==> src/pars_ram.sv <==
`default_nettype none

module pars_ram #(
   parameter int WIDTH = 8,
   parameter int DEPTH = 16
) (
   input  logic                     clock,
   input  logic                     wr_en,
   input  logic [$clog2(DEPTH)-1:0] wr_addr,
   input  logic [WIDTH-1:0]         wr_data,
   input  logic [$clog2(DEPTH)-1:0] rd_addr,
   output logic [WIDTH-1:0]         rd_data
);

   logic [WIDTH-1:0] mem_ff [DEPTH];
   logic [WIDTH-1:0] rd_data_ff;

   always_ff @(posedge clock) begin
      if (wr_en) begin
         mem_ff[wr_addr] <= wr_data;
      end
      rd_data_ff <= mem_ff[rd_addr];
   end

   assign rd_data = rd_data_ff;

endmodule

`default_nettype wire

==> config.mk <==
export PLATFORM = sky130hd
export DESIGN_NAME = pars_ram
export DESIGN_NICKNAME = d
export VERILOG_FILES = /design/src/pars_ram.sv
export SDC_FILE = /design/constraint.sdc
export NUM_CORES = 1
export LEC_CHECK = 0
export BUFFER_PORTS_ARGS = -buffer_cell sky130_fd_sc_hd__buf_4
export CORE_UTILIZATION = 55
export CTS_BUF_LIST = sky130_fd_sc_hd__clkbuf_8
export CTS_CLUSTER_SIZE = 10
export DETAILED_ROUTE_END_ITERATION = 10
export PLACE_DENSITY = 0.73
export SLEW_MARGIN = 20
export SYNTH_ARGS = -nofsm -noshare
export SYNTH_HDL_FRONTEND = slang
export SYNTH_SLANG_ARGS = --single-unit
export TNS_END_PERCENT = 50
==> constraint.sdc <==
create_clock -name clock -period 3.1 [get_ports clock]
set_input_delay 0.62 -clock clock [delete_from_list [all_inputs] [get_ports clock]]
set_output_delay 0.62 -clock clock [all_outputs]
set_load 0.02 [all_outputs]
==> flow_metrics.tcl <==
set metrics [dict create \
    tightest_slew_ns 0.885 \
    syn_to_final_growth_pct 13.2 \
    grt_pass1_wl_um 14200 \
    hp-class "primary input to register" \
    dp.cells 365 \
    placed_cell_area_sq_um 5480 \
    synth-seq-cells 136 \
    fin_tns_setup_ns 0 \
    clockRootBuffer "clkbuf_8" \
    hold_violations 0 \
    final-instance-count-excl-fill 397 \
    clock_sinks 136 \
    fin_skew_ns 0.00918 \
    drt_iter0_markers 256 \
    synth_top_family_by_area "multiplexers" \
    ys_seq_area_share_pct 77.8 \
    routedWlPerCell_um 23.3 \
    p_sw_w 0.000806 \
    ys_types 19 \
    p_seq_share_pct 59.1 \
    min_period_ns 1.88 \
    max_slew_margin_pct 40.8 \
    yosys.cell_count.top_type "edfxtp_1" \
    reg2reg_from "mem_ff[9][5]" \
    crit_fanout 8 \
    hold_depth 1 \
    crit_arrival_ns 1.94 \
    reg2regPathDepth 3 \
    met1_usage_pct 30.7 \
    antenna_found_initial 0 \
    setup_viol 0 \
    crit-reg2reg-capture "rd_data[5]" \
    whs_endpoint "mem_ff[5][0]" \
    grt_usage_pct 21.3 \
    cts_resized 0 \
    synth-main-ff-cell "edfxtp_1" \
    clock_power_share_pct 35.0 \
    use_met3_pct 5.82 \
    holdCritStartpoint "wr_data[0]" \
    routed_wl_um 9270 \
    synthXorXnorAreaFrac_pct 0 \
    syn-num-nets 247 \
    crit_path_end_kind "register" \
    r2r_slack_ns 1.71 \
    gp_congestion 0.810 \
    synthSimpleGateAreaFrac_pct 3.18 \
    cts_buffer_depth 2 \
    grt_pass1_vias 2410 \
    drive_above_1_share_pct 30.1 \
    pin_count 26 \
    synth_edf_count 128 \
    routed_via_density 6.14 \
    yosys-top-cells-area "edfxtp_1 (75%), mux4_2 (7.9%), mux4_1 (7.1%)" \
    startpoint "wr_addr[2]" \
    clk_latency_ns 0.43 \
    ctsHoldBuffers 0 \
    synth_top_area_share_pct 74.7 \
    fillers 579 \
    fin_util_pct 65.5 \
    power_leakage_nw 1.94 \
    dieArea_sq_um 9750 \
    period_share_pct 60.7 \
    synth_mux_area_share_pct 15.0 \
    register_area_sq_um 4000 \
    final_nets 294 \
    multi_input_area_sq_um 1060 \
    switching_share_pct 23.0 \
    synth_compound_area_share_pct 2.33 \
    grt-ovfl-total 0 \
    synth-adder-area-share_pct 0 \
    crit_required_ns 3.16 \
    numCtsBuffers 17 \
    die_h_um 98.7 \
    die_w_um 98.7 \
    drv_cap 0 \
    dr_total_vias 2438 \
    p_int_w 0.00269 \
    row_count 34 \
    numPortBuffers 25 \
    finalInstanceArea_sq_um 5820 \
    crit_path_start_kind "primary input" \
    ant_nets 0 \
    slew_viol_final 0 \
    yosys_warnings 0 \
    syn-cell-area_sq_um 5150 \
    postSynthAreaPerCell_sq_um 22.5 \
    top_usage_layer "met2" \
    htree_levels 4 \
    hold_slack_ns 0.492 \
    start_util_pct 57.9 \
    drc 0 \
    drt-pass1-iter-count 4 \
    rsz0062_at_grt "no" \
    post-cts-setup-buffers 0 \
    synth_common_cells "edfxtp_1 (128), mux4_2 (18), a22oi_1 (16)" \
    p_per_area_nw_per_um2 600 \
    synthCells 229 \
    grt_max_degree 33 \
    async_flop_share_pct 0 \
    core_area_sq_um 8890 \
    status "finished clean" \
    pwr-share-comb_pct 5.9 \
    cts_tree "done" \
    path_class "primary input to register" \
    ir_worst_vdd_mv 0.359 \
    grt_use_met2_pct 32.1 \
    yosysTopAreaCell "edfxtp_1" \
    place.detailed.hpwl_um 5840 \
    fmax_mhz 532 \
    n_antenna_cell 0 \
    clk_pin_slew_worst_paths_ns 0.08 \
]
[worst max-delay path, cell delays in order]
cell and delay, ns:
buf_4 0.12, or3b_2 0.51, nor2_1 0.68
[registers in the layout, indices dropped and copies added (netlist names)]
signal	cells
rd_data	8
mem_ff	128
[cells by family after synthesis]
group,after synthesis
AO/OA/AOI/OAI,16
buffers and inverters,10
flip-flops,136
multiplexers,32
AND/OR/NAND/NOR,35
[through the flow]
| step | worst slack [ns] | power (W) |
|---|---|---|
| 2_1_floorplan | 0.987 | 0.00222 |
| 3_3_place_gp | 0.786 | 0.00231 |
| 3_5_place_dp | 0.778 | 0.00232 |
| 4_1_cts | 1.24 | 0.00352 |
| 5_1_grt | 1.15 | 0.00361 |
| 6_report | 1.22 | 0.00350 |
[per-layer routing]
metal	vias to the layer above	share of wire, %
met3	8	5.9
met2	94	48
met5	-	0
li1	1068	-
met4	0	0.94
met1	1268	45
[cells in the final DEF (no fill, tap or decap), drive strengths merged]
cell      count
and2          1
nand3         1
nor2         13
mux4         32
nand2b        2
nand2         9
clkbuf       17
a22oi        16
clkinvlp      7
dfxtp         8
nor3          4
and2b         1
nand3b        2
nor2b         1
buf          38
or3b          1
clkinv        6
inv           2
edfxtp      128
[final cells by class]
cell class / instances / share of cell area (%)
sequential: 136 / 68.7
timing repair buffer: 38 / 4.90
multi-input combinational: 83 / 18.2
tap: 108 / 2.32
clock inverter: 15 / 1.87
clock buffer: 17 / 4.02
[worst max-delay path by stage]
| stage | slack, ns | cells after the start | to |
|---|---|---|---|
| 3_5_place_dp | 0.78 | 4 | rd_data[5] |
| 3_3_place_gp | 0.79 | 4 | rd_data[5] |
| 2_1_floorplan | 0.99 | 2 | mem_ff[0][0] |
| 5_1_grt | 1.15 | 4 | rd_data[5] |
| 4_1_cts | 1.24 | 4 | rd_data[5] |
| 6_report | 1.22 | 3 | mem_ff[3][1] |
[power by group through the flow]
stage	Clock [W]	Combinational, W	Sequential [W]
CTS	0.00125	0.000208	0.00207
finish	0.00122	0.000205	0.00207
floorplan	0	0.000104	0.00212
detailed placement	0	0.000208	0.00211
global placement	0	0.000203	0.00211
global route	0.00131	0.000221	0.00207
Note: power is estimated with default switching activity, not from simulation.
